===== src/hdl/dgf_pkg.sv =====
`default_nettype none
// ----------------------------------------------------------------------------
// dgf_pkg
// Shared types, widths and scaling constants of the diagonal glow filter.
// ----------------------------------------------------------------------------
package dgf_pkg;

    localparam int PIX_W           = 16;
    localparam int NUM_CHAN        = 3;
    localparam int NUM_NB          = 4;
    localparam int COORD_W         = 9;
    localparam int CFG_W           = 10;
    localparam int MAX_DIM_DEFAULT = 512;
    localparam int DIM_RESET       = 512;
    localparam int S_DATA_W        = 48;
    localparam int M_DATA_W        = 72;

    // channel index inside pixel_t
    localparam int CH_RED   = 2;
    localparam int CH_GREEN = 1;
    localparam int CH_BLUE  = 0;

    // three rows live in the row memory, row r in slot r mod 3
    localparam int NUM_SLOTS = 3;
    localparam int SLOT_W    = 2;

    localparam int OUT_DEPTH = 8;
    localparam int OUT_PTR_W = $clog2(OUT_DEPTH);
    localparam int OUT_CNT_W = $clog2(OUT_DEPTH + 1);

    // floor(x*3/10) and floor(x*4/25) as multiply by rounded-up reciprocal,
    // exact for all 16-bit x
    localparam int SCALE_SHIFT = 24;
    localparam int CTR_K_W     = 23;
    localparam int NB_K_W      = 22;
    localparam logic [CTR_K_W-1:0] CTR_K = 23'd5033165;
    localparam logic [NB_K_W-1:0]  NB_K  = 22'd2684355;

    typedef logic [NUM_CHAN-1:0][PIX_W-1:0] pixel_t;

    typedef struct packed {
        pixel_t                   ctr;
        pixel_t [NUM_NB-1:0]      nb;
        logic [COORD_W-1:0]       row;
        logic [COORD_W-1:0]       col;
        logic                     run_last;
        logic                     frame_end;
    } emit_req_t;

    typedef struct packed {
        pixel_t                   pix;
        logic [COORD_W-1:0]       row;
        logic [COORD_W-1:0]       col;
        logic                     run_last;
        logic                     frame_end;
    } result_t;

    function automatic logic [SLOT_W-1:0] slot_step(input logic [SLOT_W-1:0] s);
        return (s == SLOT_W'(NUM_SLOTS - 1)) ? '0 : s + SLOT_W'(1);
    endfunction

    function automatic logic [PIX_W-1:0] scale_ctr(input logic [PIX_W-1:0] x);
        logic [PIX_W+CTR_K_W-1:0] p;
        p = (PIX_W + CTR_K_W)'(x) * (PIX_W + CTR_K_W)'(CTR_K);
        return PIX_W'(p >> SCALE_SHIFT);
    endfunction

    function automatic logic [PIX_W-1:0] scale_nb(input logic [PIX_W-1:0] x);
        logic [PIX_W+NB_K_W-1:0] p;
        p = (PIX_W + NB_K_W)'(x) * (PIX_W + NB_K_W)'(NB_K);
        return PIX_W'(p >> SCALE_SHIFT);
    endfunction

endpackage
`default_nettype wire


===== src/hdl/dgf_scale.sv =====
`default_nettype none
// ----------------------------------------------------------------------------
// dgf_scale
// Constant scaling of center and neighbor channels, registered, then the
// five-term sum per channel.
// ----------------------------------------------------------------------------
module dgf_scale
    import dgf_pkg::*;
(
    input  wire logic      aclk,
    input  wire logic      aresetn,
    input  wire logic      req_valid,
    input  wire emit_req_t req,
    output logic           res_valid,
    output result_t        res
);

    logic [PIX_W-1:0]   ctr_term_reg [NUM_CHAN];
    logic [PIX_W-1:0]   nb_term_reg  [NUM_NB][NUM_CHAN];
    logic [COORD_W-1:0] row_reg, col_reg;
    logic               last_reg, fend_reg, valid_reg;
    logic [PIX_W+2:0]   acc;

    always_ff @(posedge aclk) begin
        if (req_valid) begin
            for (int ch = 0; ch < NUM_CHAN; ch++) begin
                ctr_term_reg[ch] <= scale_ctr(req.ctr[ch]);
                for (int n = 0; n < NUM_NB; n++) begin
                    nb_term_reg[n][ch] <= scale_nb(req.nb[n][ch]);
                end
            end
            row_reg  <= req.row;
            col_reg  <= req.col;
            last_reg <= req.run_last;
            fend_reg <= req.frame_end;
        end
    end

    always_ff @(posedge aclk) begin
        if (!aresetn) begin
            valid_reg <= 1'b0;
        end else begin
            valid_reg <= req_valid;
        end
    end

    // peak sum is 61600, never wraps 16 bits
    always_comb begin
        res = '0;
        for (int ch = 0; ch < NUM_CHAN; ch++) begin
            acc = (PIX_W + 3)'(ctr_term_reg[ch]);
            for (int n = 0; n < NUM_NB; n++) begin
                acc = acc + (PIX_W + 3)'(nb_term_reg[n][ch]);
            end
            res.pix[ch] = PIX_W'(acc);
        end
        res.row       = row_reg;
        res.col       = col_reg;
        res.run_last  = last_reg;
        res.frame_end = fend_reg;
    end

    assign res_valid = valid_reg;

endmodule
`default_nettype wire


===== config.mk =====
export PLATFORM = sky130hd
export DESIGN_NAME = dgf_scale
export DESIGN_NICKNAME = d
export VERILOG_FILES = /design/src/hdl/dgf_pkg.sv /design/src/hdl/dgf_scale.sv
export SDC_FILE = /design/constraint.sdc
export NUM_CORES = 2
export LEC_CHECK = 0
export BUFFER_PORTS_ARGS = -buffer_cell sky130_fd_sc_hd__buf_4
export CAP_MARGIN = 25
export CORE_AREA = 2 2 425 427
export DETAILED_ROUTE_END_ITERATION = 10
export DIE_AREA = 0 0 427 429
export PLACE_DENSITY = 0.69
export SETUP_SLACK_MARGIN = 0.02
export SYNTH_ARGS = -nofsm -noshare
export SYNTH_HDL_FRONTEND = slang
export SYNTH_SLANG_ARGS = --single-unit

===== constraint.sdc =====
create_clock -name aclk -period 6.49 [get_ports aclk]
set_input_delay 0.649 -clock aclk [delete_from_list [all_inputs] [get_ports aclk]]
set_output_delay 0.649 -clock aclk [all_outputs]
set_load 0.01 [all_outputs]

==> flow_metrics.env <==
export IMPL_outcome="finished, final reports clean"
export IMPL_via_per_inst=5.12
export IMPL_rows=155
export IMPL_grt_pass1_vias=65900
export IMPL_setup_ws_ns=0.283
export IMPL_wl_per_cell_um=18.5
export IMPL_layout_common_cells="2532 x inv_1, 2289 x ha_1, 1686 x fa_1"
export IMPL_final_common_cell="inv_1"
export IMPL_port_buffers=331
export IMPL_yosys_warnings=0
export IMPL_vias=58700
export IMPL_clkTransAtPathRegs_ns=0.07
export IMPL_start_util_pct=50.0
export IMPL_critPathCaptureType="register"
export IMPL_antenna_found_initial=19
export IMPL_critPathKind="in -> reg"
export IMPL_die_y_um=429
export IMPL_hold_class="in -> reg"
export IMPL_place_congestion=0.987
export IMPL_grt_pass1_wl_mm=349
export IMPL_syn_area_per_cell_um2=10.6
export IMPL_wirelength_mm=213
export IMPL_synth_compound_area_share_pct=5.36
export IMPL_cts_root_buf="clkbuf_16"
export IMPL_synthAdderAreaFrac_pct=70.1
export IMPL_fp_coreArea_um2=178000
export IMPL_num_io_pins=332
export IMPL_syn_area_um2=89000
export IMPL_crit_start="req[88]"
export IMPL_drcViolationCount=0
export IMPL_drive_above_1_share_pct=8.81
export IMPL_cts_sinks=234
export IMPL_worstPathRequired_ns=6.85
export IMPL_hold_viol_final=0
export IMPL_start_kind="primary input"
export IMPL_yosys_area_share_simple_pct=3.76
export IMPL_area_delta_synth_final_pct=10.2
export IMPL_holdWs_ns=0.176
export IMPL_grt_max_degree=140
export IMPL_synth_top_family_by_area="adder cells"
export IMPL_synth_main_ff_cell="edfxtp_1"
export IMPL_yosys_area_share_xor_xnor_pct=2.17
export IMPL_drt_iter0_markers=2634
export IMPL_arrival_ns=6.56
export IMPL_gr_total_overflow=0
export IMPL_post_route_min_period_ns=6.21
export IMPL_synth_fp_nets=12600
export IMPL_syn_inst=8364
export IMPL_largest_reg_flops=168
export IMPL_post_route_period_util_pct=95.6
export IMPL_tightestPinTransition_ns=0.858
export IMPL_cts_buffers_inserted=31
export IMPL_track_usage_pct=24.1
export IMPL_dp_hpwl_mm=197
export IMPL_drt_pass1_iterations=8
export IMPL_relSlewSlack_pct=42.8
export IMPL_finalNetCount=13300
export IMPL_finalMaxSlewViolations=0
export IMPL_place_ws_ns=-0.391
export IMPL_muxShareOfSynthArea_pct=0.0225
export IMPL_nFillCells=15600
export IMPL_cap_violations=0
export IMPL_synth_cell_type_count=67
export IMPL_synth_seq_cells=234
export IMPL_cp_max_fo=3
export IMPL_ant_nets=0
export IMPL_cts_max_path_buffers=3
export IMPL_dieWidth_um=427
export IMPL_fmax_mhz=161
export IMPL_async_reset_ff_share_pct=0
export IMPL_htree_levels=1
export IMPL_synth_edff_count=233
export IMPL_cts_tree="done"
export IMPL_hp_start="req[11]"
export IMPL_setup_viol=0
export IMPL_grt_setup_unrepaired="yes"
export IMPL_finalSetupTns_ns=0
export IMPL_ys_seq_area_share_pct=7.88
export IMPL_dieArea_um2=183000
-- final timing paths --
kind  depth (start not counted)                  to  slack (ns)
max                          24  nb_term_reg[1][26]        0.28
min                           1          row_reg[0]        0.18
-- worst max-delay path, cell delays in order --
cell and delay, ns:
buf_4 0.12, fa_1 0.56, inv_1 0.07, fa_1 0.50, fa_1 0.53, inv_1 0.07, fa_1 0.52, fa_1 0.51
inv_1 0.05, fa_1 0.47, inv_1 0.05, ha_1 0.28, nand3_1 0.14, or3_1 0.42, nor2_1 0.11, o21a_1 0.14
o211ai_1 0.11, buf_4 0.17, a211oi_1 0.31, a21oi_1 0.17, o21ai_0 0.25, buf_4 0.15, nand2_1 0.06, xnor2_1 0.14
-- Yosys cell counts, drive strengths merged (31+ instances only) --
| master | number | share of area (%) |
|---|---|---|
| nand4 | 53 | 0.37 |
| a21o | 136 | 1.1 |
| xor2 | 72 | 0.71 |
| inv | 2532 | 11 |
| nor3 | 52 | 0.29 |
| nor2b | 43 | 0.30 |
| xnor2 | 148 | 1.5 |
| edfxtp | 233 | 7.9 |
| o21a | 32 | 0.27 |
| nor2 | 178 | 0.75 |
| o21ai | 123 | 0.69 |
| and3 | 31 | 0.22 |
| or2 | 57 | 0.40 |
| fa | 1686 | 38 |
| ha | 2289 | 32 |
| a21oi | 232 | 1.3 |
| nand2 | 113 | 0.48 |
| nand3 | 48 | 0.27 |
-- timing repair --
| action | CTS | global route |
|---|---|---|
| setup buffers | 0 | 1 |
| setup endpoints to repair | 0 | 10 |
| hold buffers | 0 | 0 |
| resized for setup | 0 | 13 |
-- metrics by stage --
stage	util (%)	instance area, µm²	std cells
floorplan	-	89000	8364
global placement	54.5	97000	11400
detailed placement	54.5	97000	11400
CTS	55.0	98000	11500
global route	55.1	98100	11500
finish	55.1	98100	11500
-- per-layer routing --
layer,up-vias,share of wire [%],routed length (µm),track usage [%]
li1,27900,-,-,-
met1,29500,43,92300,31.8
met2,998,50,106000,41.9
met3,274,3.2,6780,1.68
met4,4,3.5,7520,7.85
met5,-,0.013,27,0
-- area by class of cell --
| type | instances | area [µm²] | share of cell area (%) |
|---|---|---|---|
| clock inverters | 19 | 146 | 0.149 |
| flip-flops and latches | 234 | 7020 | 7.15 |
| well taps | 2355 | 2950 | 3.00 |
| clock buffers | 37 | 798 | 0.814 |
| multi-input cells | 5596 | 72500 | 73.9 |
| repair buffers | 678 | 5110 | 5.21 |
| diodes | 19 | 47.5 | 0.0485 |
| inverters | 2532 | 9500 | 9.69 |
-- logic make-up after synthesis --
kind of cell,Yosys count
adder cells (fa/ha/maj),3975
buffers and inverters,2534
AO/OA/AOI/OAI,738
AND/OR/NAND/NOR,661
flip-flops,234
XOR/XNOR,220
multiplexers,2
Power is left out: the tool's default activity adds up to more than one toggle a clock period on the data nets, which glitch-free logic cannot reach.
