--- src/hdl/dgf_pkg.sv ---
`default_nettype none
// ----------------------------------------------------------------------------
// dgf_pkg
// Shared types, widths and scaling constants of the diagonal glow filter.
// ----------------------------------------------------------------------------
package dgf_pkg;

    localparam int PIX_W           = 16;
    localparam int NUM_CHAN        = 3;
    localparam int NUM_NB          = 4;
    localparam int COORD_W         = 9;
    localparam int CFG_W           = 10;
    localparam int MAX_DIM_DEFAULT = 512;
    localparam int DIM_RESET       = 512;
    localparam int S_DATA_W        = 48;
    localparam int M_DATA_W        = 72;

    // channel index inside pixel_t
    localparam int CH_RED   = 2;
    localparam int CH_GREEN = 1;
    localparam int CH_BLUE  = 0;

    // three rows live in the row memory, row r in slot r mod 3
    localparam int NUM_SLOTS = 3;
    localparam int SLOT_W    = 2;

    localparam int OUT_DEPTH = 8;
    localparam int OUT_PTR_W = $clog2(OUT_DEPTH);
    localparam int OUT_CNT_W = $clog2(OUT_DEPTH + 1);

    // floor(x*3/10) and floor(x*4/25) as multiply by rounded-up reciprocal,
    // exact for all 16-bit x
    localparam int SCALE_SHIFT = 24;
    localparam int CTR_K_W     = 23;
    localparam int NB_K_W      = 22;
    localparam logic [CTR_K_W-1:0] CTR_K = 23'd5033165;
    localparam logic [NB_K_W-1:0]  NB_K  = 22'd2684355;

    typedef logic [NUM_CHAN-1:0][PIX_W-1:0] pixel_t;

    typedef struct packed {
        pixel_t                   ctr;
        pixel_t [NUM_NB-1:0]      nb;
        logic [COORD_W-1:0]       row;
        logic [COORD_W-1:0]       col;
        logic                     run_last;
        logic                     frame_end;
    } emit_req_t;

    typedef struct packed {
        pixel_t                   pix;
        logic [COORD_W-1:0]       row;
        logic [COORD_W-1:0]       col;
        logic                     run_last;
        logic                     frame_end;
    } result_t;

    function automatic logic [SLOT_W-1:0] slot_step(input logic [SLOT_W-1:0] s);
        return (s == SLOT_W'(NUM_SLOTS - 1)) ? '0 : s + SLOT_W'(1);
    endfunction

    function automatic logic [PIX_W-1:0] scale_ctr(input logic [PIX_W-1:0] x);
        logic [PIX_W+CTR_K_W-1:0] p;
        p = (PIX_W + CTR_K_W)'(x) * (PIX_W + CTR_K_W)'(CTR_K);
        return PIX_W'(p >> SCALE_SHIFT);
    endfunction

    function automatic logic [PIX_W-1:0] scale_nb(input logic [PIX_W-1:0] x);
        logic [PIX_W+NB_K_W-1:0] p;
        p = (PIX_W + NB_K_W)'(x) * (PIX_W + NB_K_W)'(NB_K);
        return PIX_W'(p >> SCALE_SHIFT);
    endfunction

endpackage
`default_nettype wire

--- src/hdl/dgf_out_fifo.sv ---
`default_nettype none
// ----------------------------------------------------------------------------
// dgf_out_fifo
// Output word queue with a credit count that covers words still in the
// scaling pipeline, so upstream never sees m_tready directly.
// ----------------------------------------------------------------------------
module dgf_out_fifo
    import dgf_pkg::*;
(
    input  wire logic    aclk,
    input  wire logic    aresetn,
    input  wire logic    reserve,
    input  wire logic    push,
    input  wire result_t push_data,
    input  wire logic    pop_ready,
    output logic         room,
    output logic         out_valid,
    output result_t      out_data
);

    result_t               entry_reg [OUT_DEPTH];
    logic [OUT_PTR_W-1:0]  wr_ptr_reg, wr_ptr_next, rd_ptr_reg, rd_ptr_next;
    logic [OUT_CNT_W-1:0]  fill_reg, fill_next, credit_reg, credit_next;
    logic                  pop;

    assign out_valid = (fill_reg != '0);
    assign out_data  = entry_reg[rd_ptr_reg];
    assign pop       = out_valid && pop_ready;
    assign room      = (credit_reg != OUT_CNT_W'(OUT_DEPTH));

    always_comb begin
        wr_ptr_next = wr_ptr_reg;
        rd_ptr_next = rd_ptr_reg;
        if (push) begin
            wr_ptr_next = (wr_ptr_reg == OUT_PTR_W'(OUT_DEPTH - 1)) ? '0
                        : wr_ptr_reg + OUT_PTR_W'(1);
        end
        if (pop) begin
            rd_ptr_next = (rd_ptr_reg == OUT_PTR_W'(OUT_DEPTH - 1)) ? '0
                        : rd_ptr_reg + OUT_PTR_W'(1);
        end
        fill_next   = fill_reg + OUT_CNT_W'(push) - OUT_CNT_W'(pop);
        credit_next = credit_reg + OUT_CNT_W'(reserve) - OUT_CNT_W'(pop);
    end

    always_ff @(posedge aclk) begin
        if (push) begin
            entry_reg[wr_ptr_reg] <= push_data;
        end
    end

    always_ff @(posedge aclk) begin
        if (!aresetn) begin
            wr_ptr_reg <= '0;
            rd_ptr_reg <= '0;
            fill_reg   <= '0;
            credit_reg <= '0;
        end else begin
            wr_ptr_reg <= wr_ptr_next;
            rd_ptr_reg <= rd_ptr_next;
            fill_reg   <= fill_next;
            credit_reg <= credit_next;
        end
    end

endmodule
`default_nettype wire

--- config.mk ---
export PLATFORM = sky130hd
export DESIGN_NAME = dgf_out_fifo
export DESIGN_NICKNAME = d
export VERILOG_FILES = /design/src/hdl/dgf_pkg.sv /design/src/hdl/dgf_out_fifo.sv
export SDC_FILE = /design/constraint.sdc
export NUM_CORES = 1
export LEC_CHECK = 0
export ABC_AREA = 1
export ABC_CLOCK_PERIOD_IN_PS = 6100
export BUFFER_PORTS_ARGS = -buffer_cell sky130_fd_sc_hd__buf_2
export CAP_MARGIN = 20
export CELL_PAD_IN_SITES_DETAIL_PLACEMENT = 1
export CELL_PAD_IN_SITES_GLOBAL_PLACEMENT = 1
export CORE_ASPECT_RATIO = 1.2
export CORE_MARGIN = 1.5
export CORE_UTILIZATION = 52
export CTS_CLUSTER_SIZE = 10
export DETAILED_ROUTE_END_ITERATION = 6
export GPL_TIMING_DRIVEN = 0
export PLACE_DENSITY_LB_ADDON = 0.1
export SYNTH_ARGS = -nofsm -noshare
export SYNTH_HDL_FRONTEND = slang
export SYNTH_SLANG_ARGS = --single-unit
--- constraint.sdc ---
create_clock -name aclk -period 6.1 [get_ports aclk]
set_input_delay 0.305 -clock aclk [delete_from_list [all_inputs] [get_ports aclk]]
set_output_delay 0.305 -clock aclk [all_outputs]
set_load 0.1 [all_outputs]
==> results.yml <==
timing:
  max-slew-margin-rel_pct: 39.2
  report.final.setup_viol: 0
  clock_skew_ns: 0.0166
  layout_worst_path_cycle_share_pct: 52.5
  final.min_clock_period_ns: 3.20
  tns_ns: 0
  timing_worst_slew_pin_value_ns: 0.910
  maxClockFrequency_ghz: 0.312
  final_max_slew_viol_count: 0
  rsz_0062_raised_after_global_routing: "no"
  finalHoldViolCount: 0
worst_setup_path:
  regToRegStartpoint: "wr_ptr_reg[0]$_SDFFE_PN0P_"
  worst_setup_path_end_kind: "output port"
  path_max_fanout: 10
  critPathKind: "reg2out"
  cpLargestDelayFamily: "buffers and inverters"
  timing.reg2reg.worst_path_depth: 4
  timing.critical_path.mode_cell: "sky130_fd_sc_hd__nand2_1"
  critPathLaunchType: "flop"
  biggest_cell_delay_along_the_critical_path_ns: 0.60
  cp_num_cells: 7
  ordered_cell_list_for_the_critical_path: "buf_2 -> clkbuf_1 -> nand3_1 -> nand2_1 -> nand2_1 -> nand2_1 -> buf_2"
  critical_path_buf_inv_count: 3
  r2r_slack_ns: 3.80
  critical_path.slowest_cell: "sky130_fd_sc_hd__clkbuf_1"
  crit_required_ns: 5.79
  critPathArrivalTime_ns: 2.90
  worstReg2RegEnd: "entry_reg[7][46]$_DFFE_PP_"
  crit_end: "out_data[8]"
clocking:
  cts.clk_slew.worst_paths_ns: 0.06
  tritoncts_num_sinks: 561
  max-clock-path-buffers: 3
  post_cts_setup_repair_buffer_count: 0
  tritoncts: "yes"
  clk-insertion-delay-late_ns: 0.60
  cts_inserted_buffers: 66
  clockRootBuffer: "sky130_fd_sc_hd__clkbuf_16"
  htreeDepth: 3
global_route:
  grt_start_max_net_pins: 27
  grt_overflow_total: 0
  gr-usage-all-layers_pct: 30.3
  first_pass_grt_wire_length_um: 110000
  grt_pass1_vias: 19900
  number_of_antenna_violations_at_the_first_check_in_global_routing: 1
synthesis:
  synth-seq-area-share_pct: 68.1
  synth.area.mux_share_pct: 0
  syn_avg_cell_area_sq_um: 9.91
  post_synth_net_total: 2558
  gate_count_of_the_mapped_netlist: 2471
  synth_area_sq_um: 24500
  number_of_synthesized_register_bits: 561
  warning_count_from_the_yosys_run: 0
  dominant_combinational_cell_family_by_area_after_synthesis: "simple AND/OR/NAND/NOR gates"
  post_synth_num_cell_types: 21
  post_synth_fa_ha_maj_area_fraction_pct: 0.776
  synth_compound_gate_area_share_pct: 0.225
  yosys.area_share.xor_xnor_pct: 0.0715
  post_synth_simple_gate_area_pct: 20.0
routing:
  dr.pass1.iters: 5
  drt_drc: 0
  drt_first_iter_violations: 1229
  wl_per_cell_um: 21.3
  drtAntennaViolNets: 0
  finalWirelength_um: 72400
  drt-vias-per-instance: 5.29
  route.vias.total: 18000
finish:
  final_common_cell: "sky130_fd_sc_hd__nand2_1"
  layout.cells.most_common_list: "sky130_fd_sc_hd__nand2_1, sky130_fd_sc_hd__inv_1, sky130_fd_sc_hd__edfxtp_1"
  combined_area_of_the_multi_input_logic_cells_sq_um: 5230
  area.sequential_sq_um: 16700
  largest_register_ff_count: 544
  syn_to_final_growth_pct: 17.9
  final_net_count: 2848
  fraction_of_final_layout_cells_sized_beyond_drive_strength_1_pct: 11.7
  final-instance-count-excl-fill: 3396
  num-fill-cells: 5071
power_and_ir_drop:
  power.total_mw: 12.9
  cellPowerDensity_nw_per_um2: 446
  peakVddDrop_mv: 0.465
  leak_pwr_nw: 13.4
run:
  drv_cap: 0
die:
  die_height_um: 241
  floorplan.initialDensity_pct: 53.1
  placementRows: 86
  die_w_um: 201
  core_box_area_sq_um: 46200
  top_level_ports: 143
  die_area_sq_um: 48400
hold_path:
  worstHoldPathType: "in2reg"
placed_design:
  post_dp_hpwl_um: 45300
  dpl.cell_count: 3246
  globalplace.congestion: 0.764
  placement.io_buffers: 141
status:
  status: "finished, final reports clean"
-- cell usage after synthesis --
| library cell | count | area, sq um |
|---|---|---|
| sky130_fd_sc_hd__buf_1 | 10 | 37.5 |
| sky130_fd_sc_hd__o21ai_0 | 3 | 15.0 |
| sky130_fd_sc_hd__xnor2_1 | 1 | 8.76 |
| sky130_fd_sc_hd__nand2_1 | 905 | 3400 |
| sky130_fd_sc_hd__fa_1 | 2 | 40.0 |
| sky130_fd_sc_hd__a21oi_1 | 8 | 40.0 |
| sky130_fd_sc_hd__nor2_1 | 24 | 90.1 |
| sky130_fd_sc_hd__clkbuf_1 | 18 | 67.6 |
| sky130_fd_sc_hd__xor2_1 | 1 | 8.76 |
| sky130_fd_sc_hd__buf_2 | 67 | 335 |
| sky130_fd_sc_hd__buf_6 | 1 | 11.3 |
| sky130_fd_sc_hd__nand3b_1 | 1 | 7.51 |
| sky130_fd_sc_hd__inv_1 | 562 | 2110 |
| sky130_fd_sc_hd__buf_4 | 10 | 75.1 |
| sky130_fd_sc_hd__nand3_1 | 279 | 1400 |
| sky130_fd_sc_hd__nor3_1 | 1 | 5.00 |
| sky130_fd_sc_hd__dfxtp_1 | 17 | 340 |
| sky130_fd_sc_hd__ha_1 | 12 | 150 |
| sky130_fd_sc_hd__edfxtp_1 | 544 | 16300 |
| sky130_fd_sc_hd__inv_2 | 3 | 11.3 |
| sky130_fd_sc_hd__or2_2 | 2 | 12.5 |
-- per-layer routing --
layer	GRT usage (%)	up-vias	part of all wire (%)
li1	-	8229	-
met1	33.8	8977	37
met2	57.5	599	54
met3	3.98	172	5.1
met4	13.9	0	3.7
met5	0	-	0
-- through the flow --
step	util (%)	worst slack (ns)	hold slack [ns]	cell area, sq um
after detailed placement	57.2	3.54	0.506	26400
after global placement	56.3	-1.05	0.482	26000
final	62.6	2.90	0.0148	28900
after global routing	62.6	2.83	0.0302	28900
after floorplan	-	2.07	0.404	24500
after CTS	62.6	2.88	0.00100	28900
-- kinds of logic (layout without fill, tap and decap cells) --
logic type                 after synthesis  in the layout
AOI/OAI and AO/OA                       11             11
xor gates and xnor gates                 2              2
adders and majority gates               14             14
buffers and inverters                  671            978
DFF                                    561            561
other                                    0              2
and+or+nand+nor                       1212           1212
-- timing repair --
action | 4_1_cts | 5_1_grt
hold buffers | 63 | 0
gates resized for setup | 0 | 0
endpoints found under the hold margin | 481 | 0
-- power by group --
part	internal, mW	switching, mW
logic	0.898	4.01
clock network	2.08	1.47
registers	4.37	0.0459
total	7.34	5.53
-- worst min-delay path: stages --
cell and delay [ns]:
sky130_fd_sc_hd__buf_2 0.08, sky130_fd_sc_hd__ha_1 0.12, sky130_fd_sc_hd__nand2_1 0.05, sky130_fd_sc_hd__inv_1 0.04
-- worst min path at each step --
stage / cells after the start / slack, ns / from / end
after floorplan: 0 / 0.40 / push_data[0] / entry_reg[0][0]$_DFFE_PP_
after global placement: 2 / 0.48 / rd_ptr_reg[1]$_SDFFE_PN0P_ / rd_ptr_reg[1]$_SDFFE_PN0P_
after detailed placement: 2 / 0.51 / rd_ptr_reg[2]$_SDFFE_PN0P_ / rd_ptr_reg[2]$_SDFFE_PN0P_
after CTS: 1 / 0.001 / push_data[57] / entry_reg[7][57]$_DFFE_PP_
after global routing: 1 / 0.03 / push_data[11] / entry_reg[5][11]$_DFFE_PP_
final: 4 / 0.01 / reserve / credit_reg[0]$_SDFF_PN0_
-- layout make-up --
type	instances	area share [%]
Inverter	565	7.34
Clock buffer	83	6.34
Antenna cell	2	0.0173
Timing Repair Buffer	222	5.90
Sequential cell	561	57.7
Clock inverter	2	0.0563
Buffer	106	1.82
Multi-Input combinational cell	1239	18.1
Tap cell	616	2.67
Power figures use the tool's default switching activity.
