--- src/hdl/dgf_pkg.sv ---
`default_nettype none
// ----------------------------------------------------------------------------
// dgf_pkg
// Shared types, widths and scaling constants of the diagonal glow filter.
// ----------------------------------------------------------------------------
package dgf_pkg;

    localparam int PIX_W           = 16;
    localparam int NUM_CHAN        = 3;
    localparam int NUM_NB          = 4;
    localparam int COORD_W         = 9;
    localparam int CFG_W           = 10;
    localparam int MAX_DIM_DEFAULT = 512;
    localparam int DIM_RESET       = 512;
    localparam int S_DATA_W        = 48;
    localparam int M_DATA_W        = 72;

    // channel index inside pixel_t
    localparam int CH_RED   = 2;
    localparam int CH_GREEN = 1;
    localparam int CH_BLUE  = 0;

    // three rows live in the row memory, row r in slot r mod 3
    localparam int NUM_SLOTS = 3;
    localparam int SLOT_W    = 2;

    localparam int OUT_DEPTH = 8;
    localparam int OUT_PTR_W = $clog2(OUT_DEPTH);
    localparam int OUT_CNT_W = $clog2(OUT_DEPTH + 1);

    // floor(x*3/10) and floor(x*4/25) as multiply by rounded-up reciprocal,
    // exact for all 16-bit x
    localparam int SCALE_SHIFT = 24;
    localparam int CTR_K_W     = 23;
    localparam int NB_K_W      = 22;
    localparam logic [CTR_K_W-1:0] CTR_K = 23'd5033165;
    localparam logic [NB_K_W-1:0]  NB_K  = 22'd2684355;

    typedef logic [NUM_CHAN-1:0][PIX_W-1:0] pixel_t;

    typedef struct packed {
        pixel_t                   ctr;
        pixel_t [NUM_NB-1:0]      nb;
        logic [COORD_W-1:0]       row;
        logic [COORD_W-1:0]       col;
        logic                     run_last;
        logic                     frame_end;
    } emit_req_t;

    typedef struct packed {
        pixel_t                   pix;
        logic [COORD_W-1:0]       row;
        logic [COORD_W-1:0]       col;
        logic                     run_last;
        logic                     frame_end;
    } result_t;

    function automatic logic [SLOT_W-1:0] slot_step(input logic [SLOT_W-1:0] s);
        return (s == SLOT_W'(NUM_SLOTS - 1)) ? '0 : s + SLOT_W'(1);
    endfunction

    function automatic logic [PIX_W-1:0] scale_ctr(input logic [PIX_W-1:0] x);
        logic [PIX_W+CTR_K_W-1:0] p;
        p = (PIX_W + CTR_K_W)'(x) * (PIX_W + CTR_K_W)'(CTR_K);
        return PIX_W'(p >> SCALE_SHIFT);
    endfunction

    function automatic logic [PIX_W-1:0] scale_nb(input logic [PIX_W-1:0] x);
        logic [PIX_W+NB_K_W-1:0] p;
        p = (PIX_W + NB_K_W)'(x) * (PIX_W + NB_K_W)'(NB_K);
        return PIX_W'(p >> SCALE_SHIFT);
    endfunction

endpackage
`default_nettype wire

--- src/hdl/dgf_window.sv ---
`default_nettype none
// ----------------------------------------------------------------------------
// dgf_window
// 3x3 pixel window and emit sequencer: one request per cycle, while the output
// queue has room, for each output pixel that the newest column completes.
// ----------------------------------------------------------------------------
module dgf_window
    import dgf_pkg::*;
#(
    parameter int MAX_DIM = MAX_DIM_DEFAULT
) (
    input  wire logic                       aclk,
    input  wire logic                       aresetn,
    input  wire logic                       f_valid,
    input  wire pixel_t                     f_top,
    input  wire pixel_t                     f_mid,
    input  wire pixel_t                     f_bot,
    input  wire logic [$clog2(MAX_DIM)-1:0] f_row,
    input  wire logic [$clog2(MAX_DIM)-1:0] f_col,
    input  wire logic [$clog2(MAX_DIM)-1:0] dim_last,
    input  wire logic                       room,
    output logic                            take,
    output logic                            reserve,
    output logic                            req_valid,
    output emit_req_t                       req
);

    localparam int CW        = $clog2(MAX_DIM);
    localparam int NUM_EM    = 4;
    localparam int EM_INNER  = 0;   // (r-1, c-1)
    localparam int EM_RIGHT  = 1;   // (r-1, last col)
    localparam int EM_BOTTOM = 2;   // (last row, c-1)
    localparam int EM_CORNER = 3;   // (last row, last col)

    // index 0 holds column c-2, index 2 column c
    pixel_t            top_reg [3];
    pixel_t            mid_reg [3];
    pixel_t            bot_reg [3];
    logic [CW-1:0]     row_reg, col_reg;
    logic [NUM_EM-1:0] pend_reg, pend_next, new_pend, sel, pend_left;
    emit_req_t         req_reg, req_next;
    logic              req_valid_reg;
    logic              issue;
    logic              row_ge2, col_ge2;
    logic [CW-1:0]     em_row, em_col;

    assign new_pend[EM_INNER]  = (f_row != '0) && (f_col != '0);
    assign new_pend[EM_RIGHT]  = (f_row != '0) && (f_col == dim_last);
    assign new_pend[EM_BOTTOM] = (f_row == dim_last) && (f_col != '0);
    assign new_pend[EM_CORNER] = (f_row == dim_last) && (f_col == dim_last);

    assign sel       = pend_reg & (~pend_reg + NUM_EM'(1));
    assign pend_left = pend_reg & ~sel;
    assign issue     = (pend_reg != '0) && room;
    assign take      = f_valid && ((pend_reg == '0) || (issue && (pend_left == '0)));

    always_comb begin
        if (take) begin
            pend_next = new_pend;
        end else if (issue) begin
            pend_next = pend_left;
        end else begin
            pend_next = pend_reg;
        end
    end

    assign row_ge2 = row_reg > CW'(1);
    assign col_ge2 = col_reg > CW'(1);

    // neighbors outside the image are forced to zero
    always_comb begin
        req_next = '0;
        if (sel[EM_INNER]) begin
            em_row         = row_reg - CW'(1);
            em_col         = col_reg - CW'(1);
            req_next.ctr   = mid_reg[1];
            req_next.nb[0] = (row_ge2 && col_ge2) ? top_reg[0] : '0;
            req_next.nb[1] = row_ge2 ? top_reg[2] : '0;
            req_next.nb[2] = col_ge2 ? bot_reg[0] : '0;
            req_next.nb[3] = bot_reg[2];
        end else if (sel[EM_RIGHT]) begin
            em_row         = row_reg - CW'(1);
            em_col         = col_reg;
            req_next.ctr   = mid_reg[2];
            req_next.nb[0] = row_ge2 ? top_reg[1] : '0;
            req_next.nb[1] = bot_reg[1];
        end else if (sel[EM_BOTTOM]) begin
            em_row         = row_reg;
            em_col         = col_reg - CW'(1);
            req_next.ctr   = bot_reg[1];
            req_next.nb[0] = col_ge2 ? mid_reg[0] : '0;
            req_next.nb[1] = mid_reg[2];
        end else begin
            em_row         = row_reg;
            em_col         = col_reg;
            req_next.ctr   = bot_reg[2];
            req_next.nb[0] = mid_reg[1];
        end
        req_next.row       = COORD_W'(em_row);
        req_next.col       = COORD_W'(em_col);
        req_next.run_last  = (pend_left == '0);
        req_next.frame_end = (em_row == dim_last) && (em_col == dim_last);
    end

    always_ff @(posedge aclk) begin
        if (take) begin
            top_reg[0] <= top_reg[1];
            top_reg[1] <= top_reg[2];
            top_reg[2] <= f_top;
            mid_reg[0] <= mid_reg[1];
            mid_reg[1] <= mid_reg[2];
            mid_reg[2] <= f_mid;
            bot_reg[0] <= bot_reg[1];
            bot_reg[1] <= bot_reg[2];
            bot_reg[2] <= f_bot;
            row_reg    <= f_row;
            col_reg    <= f_col;
        end
        if (issue) begin
            req_reg <= req_next;
        end
    end

    always_ff @(posedge aclk) begin
        if (!aresetn) begin
            pend_reg      <= '0;
            req_valid_reg <= 1'b0;
        end else begin
            pend_reg      <= pend_next;
            req_valid_reg <= issue;
        end
    end

    assign reserve   = issue;
    assign req_valid = req_valid_reg;
    assign req       = req_reg;

endmodule
`default_nettype wire

--- config.mk ---
export PLATFORM = sky130hd
export DESIGN_NAME = dgf_window
export DESIGN_NICKNAME = d
export VERILOG_FILES = /design/src/hdl/dgf_pkg.sv /design/src/hdl/dgf_window.sv
export SDC_FILE = /design/constraint.sdc
export NUM_CORES = 1
export LEC_CHECK = 0
export BUFFER_PORTS_ARGS = -buffer_cell sky130_fd_sc_hd__buf_2
export CORE_ASPECT_RATIO = 2
export CORE_UTILIZATION = 56
export CTS_CLUSTER_DIAMETER = 120
export DETAILED_ROUTE_END_ITERATION = 12
export PLACE_DENSITY_LB_ADDON = 0.15
export SLEW_MARGIN = 20
export SYNTH_ARGS = -nofsm -noshare
export SYNTH_HDL_FRONTEND = slang
export SYNTH_SLANG_ARGS = --single-unit
--- constraint.sdc ---
create_clock -name aclk -period 42.5 [get_ports aclk]
set_input_delay 8.5 -clock aclk [delete_from_list [all_inputs] [get_ports aclk]]
set_output_delay 8.5 -clock aclk [all_outputs]
set_load 0.03 [all_outputs]
==> results of run 1 <==
==> metal layers <==
metal / GRT usage / wire length (microns)
met1: 0.312 / 22000
met2: 0.468 / 33300
met3: 0.0605 / 5630
met4: 0.129 / 2670
met5: 0 / 149
==> power by group <==
part	switching (mW)	internal, mW	total [mW]
combinational	0.0550	0.0251	0.0802
sequential	0.0204	0.820	0.840
clock	0.239	0.284	0.523
==> final cells by class <==
cell class / instances / area, sq um
flip-flops and latches: 715 / 21400
clock buffers: 68 / 1510
clock inverters: 37 / 320
inverters: 57 / 214
diodes: 6 / 15.0
fillers: 3153 / 15100
multi-input cells: 592 / 4250
repair buffers: 458 / 2370
well taps: 621 / 777
==> layout by cell type, fill, tap and decap left out, types with 3 or more instances in the layout <==
cell type   Yosys  final
edfxtp_1      710    710
buf_2           2    437
a22oi_1       195    195
o21ai_0       103    103
clkbuf_16       0     59
inv_1          57     57
and3_1         50     50
and2_1         52     49
a222oi_1       48     48
xnor2_1        24     24
xor2_1         22     22
buf_4           0     19
clkinv_1        0     13
nor2_1         12     11
nor4_1         11     11
clkinv_2        0     11
clkbuf_1       80      9
nor3_1          9      8
nand2_1         7      7
diode_2         0      6
nor2b_1        10      6
a21oi_1         6      5
bufinv_16       0      5
nor2b_4         0      4
ha_1            4      4
o211ai_1        3      3
clkinv_4        0      3
clkinvlp_4      0      3
dfxtp_1         5      3
==> worst max-delay path: cells and delay by family <==
| family | cells | cell delay [ns] |
|---|---|---|
| buf+inv | 4 | 0.96 |
| fa+ha+maj | 1 | 0.38 |
| compound gates | 1 | 0.31 |
| simple gates | 1 | 0.13 |
==> metrics by stage <==
stage	instances	worst slack, ns	cell area (sq um)
2_1_floorplan	1456	4.64	26200
3_3_place_gp	2443	23.71	29000
3_5_place_dp	2443	23.67	29000
4_1_cts	2548	23.67	30900
5_1_grt	2554	23.62	30900
6_report	2554	23.69	30900
==> cells by family (layout without fill, tap and decap cells) <==
group / Yosys count / after routing / synth area share
mux: 1 / 1 / 0.000383
compound gates: 370 / 370 / 0.101
fa+ha+maj: 5 / 5 / 0.00230
other cells: 0 / 6 / 0
flops: 715 / 715 / 0.819
buf+inv: 149 / 620 / 0.0220
simple gates: 168 / 168 / 0.0394
xor+xnor: 48 / 48 / 0.0166
==> worst max-delay path by stage <==
stage               from  endpoint
floorplan           room      take
global placement    room      take
detailed placement  room      take
CTS                 room      take
global route        room      take
finish              room      take
==> impl_metrics.env, run 1 <==
export IMPL_holdPathStages=0
export IMPL_vias=15300
export IMPL_core_area_sq_um=46000
export IMPL_largest_reg_flops=260
export IMPL_worstMarginPinSlew_ns=1.11
export IMPL_vdd_drop_max_uv=38.2
export IMPL_portBuffers=437
export IMPL_cts_buffers=57
export IMPL_antenna_found_initial=17
export IMPL_setup_viol=0
export IMPL_synth_top_area_cell="edfxtp_1"
export IMPL_viasPerCell=5.99
export IMPL_status="finished, final reports clean"
export IMPL_hp_class="reg2reg"
export IMPL_critPathMaxFanout=32
export IMPL_ctsHtreeMaxLevel=2
export IMPL_slowest_delay_ns=0.42
export IMPL_drt_pass1_iter_count=7
export IMPL_drive_above_1_share=0.292
export IMPL_hold_path_startpoint="top_reg[0][119]$_DFFE_PP_"
export IMPL_worstPathRequired_ns=34.00
export IMPL_placementRows=111
export IMPL_synth_warnings=0
export IMPL_clk_pin_slew_ns=0.07
export IMPL_drv_cap=0
export IMPL_ys_types=51
export IMPL_synth_async_reset_ratio=0
export IMPL_fmax_ghz=0.0532
export IMPL_timing_rr_start="pend_reg[0]$_SDFFE_PN0P_"
export IMPL_die_area_sq_um=47700
export IMPL_place_gp_congestion=0.879
export IMPL_hold_buffers=0
export IMPL_die_x_microns=155
export IMPL_tritoncts="done"
export IMPL_r2r_end="mid_reg[0][125]$_DFFE_PP_"
export IMPL_boundaryPins=438
export IMPL_timing_critical_path_mode_cell="buf_2"
export IMPL_drt_initial_drc_count=1598
export IMPL_reg2regPathDepth=8
export IMPL_critPathCaptureType="output pin"
export IMPL_fin_skew_ns=0.0180
export IMPL_report_final_slew_viol_count=0
export IMPL_grt_first_pass_wirelength_microns=93100
export IMPL_clock_path_buffers=3
export IMPL_ys_ff_latch=715
export IMPL_dp_final_hpwl_microns=39200
export IMPL_cts_resized=0
export IMPL_crit_slowest_cell="buf_4"
export IMPL_track_usage=0.268
export IMPL_cp_cell_sequence="buf_2 > inv_1 > maj3_1 > o31a_1 > nor2b_4 > buf_4 > buf_2"
export IMPL_finalWirelength_microns=63800
export IMPL_arrival_ns=10.31
export IMPL_p_per_area_nw_per_um2=46.7
export IMPL_r2r_slack_ns=37.11
export IMPL_postCtsSetupRepairBufs=0
export IMPL_nNetsFinal=2060
export IMPL_min_period_ns=18.81
export IMPL_clock_root_buffer="clkbuf_16"
export IMPL_tns_ns=0
export IMPL_drtAntennaViolNets=0
export IMPL_wl_per_cell_microns=25.0
export IMPL_cts_sinks=715
export IMPL_yosysTopAreaCellShare=0.815
export IMPL_grt_overflow=0
export IMPL_dieHeight_microns=308
export IMPL_synthFlopType="edfxtp_1"
export IMPL_synth_most_common_cell="edfxtp_1"
export IMPL_hold_path_end="top_reg[0][71]$_DFFE_PP_"
export IMPL_grt_pass1_vias=15300
export IMPL_clk_latency_ns=0.61
export IMPL_p_leak_nw=11.4
export IMPL_finalPower_mw=1.44
export IMPL_max_slew_margin=0.257
export IMPL_syn_area_sq_um=26200
export IMPL_grt_max_degree=158
export IMPL_syn_to_final_growth_pct=18.0
export IMPL_period_share=0.443
export IMPL_ys_top_cells_by_area="edfxtp_1 81%, a22oi_1 5.6%, o21ai_0 2.0%"
export IMPL_postSynthCellCount=1456
export IMPL_whs_ns=0.449
export IMPL_rsz0062_at_grt="no"
export IMPL_post_route_util=0.672
export IMPL_drc_errors=0
export IMPL_synth_edf_count=710
export IMPL_critPathKind="in2out"
export IMPL_ys_top_cells_by_count="710 x edfxtp_1, 195 x a22oi_1, 103 x o21ai_0"
export IMPL_seq_area_frac_synth=0.819
export IMPL_final_hold_violation_count=0
export IMPL_avgSynthCellArea_sq_um=18.0
export IMPL_startpoint_type="primary input"
export IMPL_start_util=0.569
export IMPL_synth_nets=1635
(Power assumes the default switching activity.)
==> run 2: changes to the inputs <==
- ABC_AREA: default -> 1
- clock period: 42.5 -> 17.4 ns (I/O delays scaled with it)
==> impl_metrics.env, run 2 <==
export IMPL_status="finished, final reports clean"
export IMPL_critPathMaxFanout=48
export IMPL_fmax_ghz=0.120
export IMPL_grt_first_pass_wirelength_microns=100000
export IMPL_fin_skew_ns=0.00958
export IMPL_startpoint_type="primary input"
export IMPL_start_util=0.568
export IMPL_ys_types=41
export IMPL_clk_pin_slew_ns=0.07
export IMPL_worstMarginPinSlew_ns=1.15
export IMPL_grt_max_degree=146
export IMPL_synthFlopType="edfxtp_1"
export IMPL_drive_above_1_share=0.249
export IMPL_viasPerCell=5.66
export IMPL_grt_overflow=0
export IMPL_cts_sinks=715
export IMPL_synth_nets=2014
export IMPL_clock_path_buffers=3
export IMPL_avgSynthCellArea_sq_um=14.7
export IMPL_synth_edf_count=710
export IMPL_report_final_slew_viol_count=0
export IMPL_drt_pass1_iter_count=5
export IMPL_drt_initial_drc_count=1422
export IMPL_synth_compound_area_frac=0.0474
export IMPL_max_slew_margin=0.230
export IMPL_die_area_sq_um=49100
export IMPL_core_area_sq_um=47500
export IMPL_ys_top_cells_by_area="edfxtp_1 79%, nand3_1 4.4%, nand2_1 3.4%"
export IMPL_syn_to_final_growth_pct=17.2
export IMPL_drc_errors=0
export IMPL_critPathKind="in2out"
export IMPL_met3_usage=0.0595
export IMPL_dieHeight_microns=312
export IMPL_synthMuxAreaShare=0
export IMPL_grt_met2_usage=0.467
export IMPL_boundaryPins=438
export IMPL_synth_top_area_cell="edfxtp_1"
export IMPL_postCtsSetupRepairBufs=0
export IMPL_tritoncts="done"
export IMPL_place_gp_congestion=0.895
export IMPL_min_period_ns=8.31
export IMPL_drv_cap=0
export IMPL_dp_final_hpwl_microns=42300
export IMPL_hold_buffers=0
export IMPL_grt_pass1_vias=16900
export IMPL_hp_class="reg2reg"
export IMPL_vias=16700
export IMPL_synth_most_common_cell="edfxtp_1"
export IMPL_synth_top_family_by_area="simple AND/OR/NAND/NOR gates"
export IMPL_synth_simple_area_share=0.102
export IMPL_holdPathStages=0
export IMPL_yosysTopAreaCellShare=0.790
export IMPL_worstPathRequired_ns=13.92
export IMPL_top_usage_layer="met2"
export IMPL_synth_async_reset_ratio=0
export IMPL_period_share=0.477
export IMPL_ctsHtreeMaxLevel=2
export IMPL_ys_top_cells_by_count="710 x edfxtp_1, 243 x nand2_1, 236 x nand3_1"
export IMPL_final_cell_mix="710 x edfxtp_1, 437 x buf_2, 243 x nand2_1"
export IMPL_largest_reg_flops=260
export IMPL_clk_latency_ns=0.61
export IMPL_finalWirelength_microns=67400
export IMPL_postSynthCellCount=1835
export IMPL_finalPower_mw=6.71
export IMPL_met1_usage=0.336
export IMPL_p_leak_nw=12.4
export IMPL_syn_area_sq_um=27000
export IMPL_cts_buffers=59
export IMPL_setup_viol=0
export IMPL_synthAdderAreaFrac=0.00185
export IMPL_portBuffers=437
export IMPL_p_per_area_nw_per_um2=212
export IMPL_wl_per_cell_microns=22.8
export IMPL_final_common_cell="edfxtp_1"
export IMPL_arrival_ns=4.83
export IMPL_track_usage=0.278
export IMPL_synth_xor_area_frac=0.00997
export IMPL_antenna_found_initial=18
export IMPL_die_x_microns=157
export IMPL_placementRows=113
export IMPL_whs_ns=0.442
export IMPL_vdd_drop_max_uv=150
export IMPL_critPathCaptureType="output pin"
export IMPL_ys_ff_latch=715
export IMPL_clock_root_buffer="clkbuf_16"
export IMPL_tns_ns=0
export IMPL_nNetsFinal=2446
export IMPL_drtAntennaViolNets=0
export IMPL_reg2regPathDepth=9
export IMPL_rsz0062_at_grt="no"
export IMPL_n_fill_cell=3556
export IMPL_synth_warnings=0
export IMPL_seq_area_frac_synth=0.794
export IMPL_final_hold_violation_count=0
export IMPL_cts_resized=0
-- run 2: changes by cell type in the layout (fill, tap and decap cells not counted), moves of 23 or more --
cell	previous run	this run
nand3_1	2	236
a22oi_1	195	0
o2111ai_1	1	35
nand2_1	7	243
a222oi_1	48	0
o21ai_0	103	14
a221o_1	0	25
and3_1	50	0
inv_1	57	214
and2_1	49	0
o211ai_1	3	26
nor2_1	11	73
nand4_1	1	34
o22ai_1	1	35
-- run 2: final timing paths --
path	startpoint	to	slack [ns]
min	top_reg[0][82]$_DFFE_PP_	top_reg[0][34]$_DFFE_PP_	0.44
max	room	reserve	9.09
max reg2reg	pend_reg[0]$_SDFFE_PN0P_	bot_reg[2][25]$_DFFE_PP_	11.36
min reg2reg	top_reg[0][82]$_DFFE_PP_	top_reg[0][34]$_DFFE_PP_	0.44
-- run 2: where the power goes --
group          internal, mW  total [mW]  leakage, nW  switching (mW)
sequential             2.97        3.28         6.87           0.313
clock                 0.659        1.26        0.872           0.606
combinational         0.502        2.16         4.67            1.66
total                  4.13        6.71         12.4            2.58
-- run 2: logic make-up (layout without fill, tap and decap cells) --
group	after synthesis	count (layout)
flip-flops	715	715
AND/OR/NAND/NOR	610	610
buffers and inverters	311	793
AO/OA/AOI/OAI	169	169
XOR/XNOR	26	26
adder cells (fa/ha/maj)	4	4
other	0	7
-- run 2: area by class of cell --
class / count / area (sq um) / share of cell area
sequential: 715 / 21400 / 0.677
multi-input combinational: 809 / 4390 / 0.139
timing repair buffer: 457 / 2350 / 0.0743
clock buffer: 71 / 1520 / 0.0481
inverter: 225 / 848 / 0.0268
tap: 632 / 791 / 0.0250
clock inverter: 40 / 288 / 0.00910
antenna: 7 / 17.5 / 0.000554
-- run 2: through the flow --
stage / cell area (sq um) / utilization / worst slack (ns) / std cells
2_1_floorplan: 27000 / - / 3.15 / 1835
3_5_place_dp: 29800 / 0.627 / 9.10 / 2838
6_report: 31600 / 0.666 / 9.09 / 2956
5_1_grt: 31600 / 0.666 / 9.06 / 2954
4_1_cts: 31600 / 0.665 / 9.10 / 2949
3_3_place_gp: 29800 / 0.627 / 9.15 / 2838
-- run 2: routing by layer --
metal	vias up	part of all wire
li1	7551	-
met1	8171	0.36
met2	803	0.51
met3	176	0.081
met4	24	0.049
met5	-	0.0021
-- run 2: critical path: stages --
cell and delay, ns:
buf_2 0.12, inv_1 0.07, a21oi_4 0.20, buf_4 0.58, buf_2 0.32
==> run 3: changes to the inputs <==
- clock period: 17.4 -> 8.47 ns (I/O delays scaled with it)
==> impl_metrics.env, run 3 (same netlist as run 2, synthesis figures left out) <==
export IMPL_tns_ns=0
export IMPL_track_usage=0.277
export IMPL_fin_ws_ns=2.80
export IMPL_core_area_sq_um=47500
export IMPL_largest_reg_flops=260
export IMPL_hold_buffers=0
export IMPL_worstPathRequired_ns=6.78
export IMPL_final_cell_mix="710 x edfxtp_1, 437 x buf_2, 242 x nand2_1"
export IMPL_start_util=0.568
export IMPL_fmax_ghz=0.176
export IMPL_critPathCaptureType="output pin"
export IMPL_whs_ns=0.440
export IMPL_drv_cap=0
export IMPL_cts_buffers=57
export IMPL_nNetsFinal=2441
export IMPL_boundaryPins=438
export IMPL_antenna_found_initial=13
export IMPL_final_hold_violation_count=0
export IMPL_syn_to_final_growth_pct=17.4
export IMPL_place_gp_congestion=0.992
export IMPL_finalPower_mw=13.9
export IMPL_postCtsSetupRepairBufs=0
export IMPL_finalWirelength_microns=67800
export IMPL_grt_overflow=0
export IMPL_pwr_share_clk=0.192
export IMPL_instances_no_fill=2944
export IMPL_clk_pin_slew_ns=0.07
export IMPL_drc_errors=0
export IMPL_die_x_microns=157
export IMPL_place_ws_ns=3.28
export IMPL_r2r_slack_ns=3.21
export IMPL_grt_first_pass_wirelength_microns=99400
export IMPL_drt_initial_drc_count=1541
export IMPL_critPathMaxFanout=62
export IMPL_placementRows=113
export IMPL_viasPerCell=5.73
export IMPL_holdPathStages=0
export IMPL_seqPwrFrac=0.488
export IMPL_clock_path_buffers=3
export IMPL_worstMarginPinSlew_ns=1.17
export IMPL_max_slew_margin=0.221
export IMPL_p_leak_nw=12.4
export IMPL_grt_max_degree=215
export IMPL_startpoint_type="register"
export IMPL_status="finished, final reports clean"
export IMPL_placedCellCount=2834
export IMPL_multiInputGateArea_sq_um=4400
export IMPL_seq_area_sq_um=21400
export IMPL_reg2regPathDepth=9
export IMPL_drive_above_1_share=0.243
export IMPL_vdd_drop_max_uv=906
export IMPL_die_area_sq_um=49100
export IMPL_period_share=0.670
export IMPL_wl_per_cell_microns=23.0
export IMPL_rsz0062_at_grt="no"
export IMPL_cts_resized=0
export IMPL_grt_pass1_vias=16700
export IMPL_fin_skew_ns=0.0176
export IMPL_drt_pass1_iter_count=6
export IMPL_dp_final_hpwl_microns=42500
export IMPL_drtAntennaViolNets=0
export IMPL_switchingPower_mw=5.25
export IMPL_critPathKind="reg2out"
export IMPL_p_int_mw=8.61
export IMPL_vias=16900
export IMPL_setup_viol=0
export IMPL_ctsHtreeMaxLevel=2
export IMPL_clock_root_buffer="clkbuf_16"
export IMPL_portBuffers=437
export IMPL_swShare=0.379
export IMPL_clk_latency_ns=0.61
export IMPL_power_frac_comb=0.320
export IMPL_final_common_cell="edfxtp_1"
export IMPL_arrival_ns=3.98
export IMPL_p_per_area_nw_per_um2=437
export IMPL_tritoncts="done"
export IMPL_cts_sinks=715
export IMPL_report_final_slew_viol_count=0
export IMPL_dieHeight_microns=312
export IMPL_n_fill_cell=3473
export IMPL_min_period_ns=5.67
export IMPL_hp_class="reg2reg"
run 3: cell types whose count changed in the layout (fill, tap and decap cells not counted), moves of 2 or more:
cell        previous run  this run
clkinv_2              15         7
clkbuf_1              12        16
inv_6                  3         1
clkinvlp_4             8         3
diode_2                7         5
bufinv_16              2         6
buf_4                 19        13
clkinv_4               3         1
clkinv_1              10        13
buf_12                 1         3
run 3: layer usage:
| metal | track usage | routed length [microns] | vias to the layer above |
|---|---|---|---|
| li1 | - | - | 7561 |
| met1 | 0.332 | 23900 | 8174 |
| met2 | 0.467 | 34300 | 931 |
| met3 | 0.0602 | 6010 | 177 |
| met4 | 0.143 | 3460 | 16 |
| met5 | 0 | 108 | - |
run 3: metrics by stage:
stage / utilization / cell area [sq um]
after floorplan: - / 27000
after global placement: 0.628 / 29800
after detailed placement: 0.628 / 29800
after CTS: 0.666 / 31600
after global routing: 0.667 / 31700
final: 0.667 / 31700
run 3: final timing paths:
kind | startpoint | end
worst max-delay path | pend_reg[0]$_SDFFE_PN0P_ | take
worst min register to register | mid_reg[0][68]$_DFFE_PP_ | mid_reg[0][20]$_DFFE_PP_
worst max register to register | pend_reg[0]$_SDFFE_PN0P_ | bot_reg[1][1]$_DFFE_PP_
worst min-delay path | mid_reg[0][68]$_DFFE_PP_ | mid_reg[0][20]$_DFFE_PP_
run 3: final cells by class:
cell class                      instances  share of cell area
Antenna cell                            5            0.000395
Clock buffer                           75              0.0485
Multi-Input combinational cell        809               0.139
Tap cell                              632              0.0250
Timing Repair Buffer                  454              0.0749
Inverter                              225              0.0268
Clock inverter                         29             0.00932
Sequential cell                       715               0.676
run 3: power by group through the flow:
stage | Combinational [mW] | Clock, mW | Sequential [mW]
after CTS | 4.45 | 2.70 | 6.78
after detailed placement | 4.44 | 0 | 6.84
final | 4.44 | 2.66 | 6.76
after global routing | 4.74 | 2.82 | 6.90
after global placement | 4.34 | 0 | 6.78
after floorplan | 1.89 | 0 | 8.05
run 3: critical path, stage by stage, from the launching register on:
cell      delay, ns
dfxtp_4        0.58
nor2_4         0.29
nand2_2        0.64
clkinv_2       0.24
buf_4          0.80
nand3_1        0.31
o21ai_4        0.14
buf_2          0.31
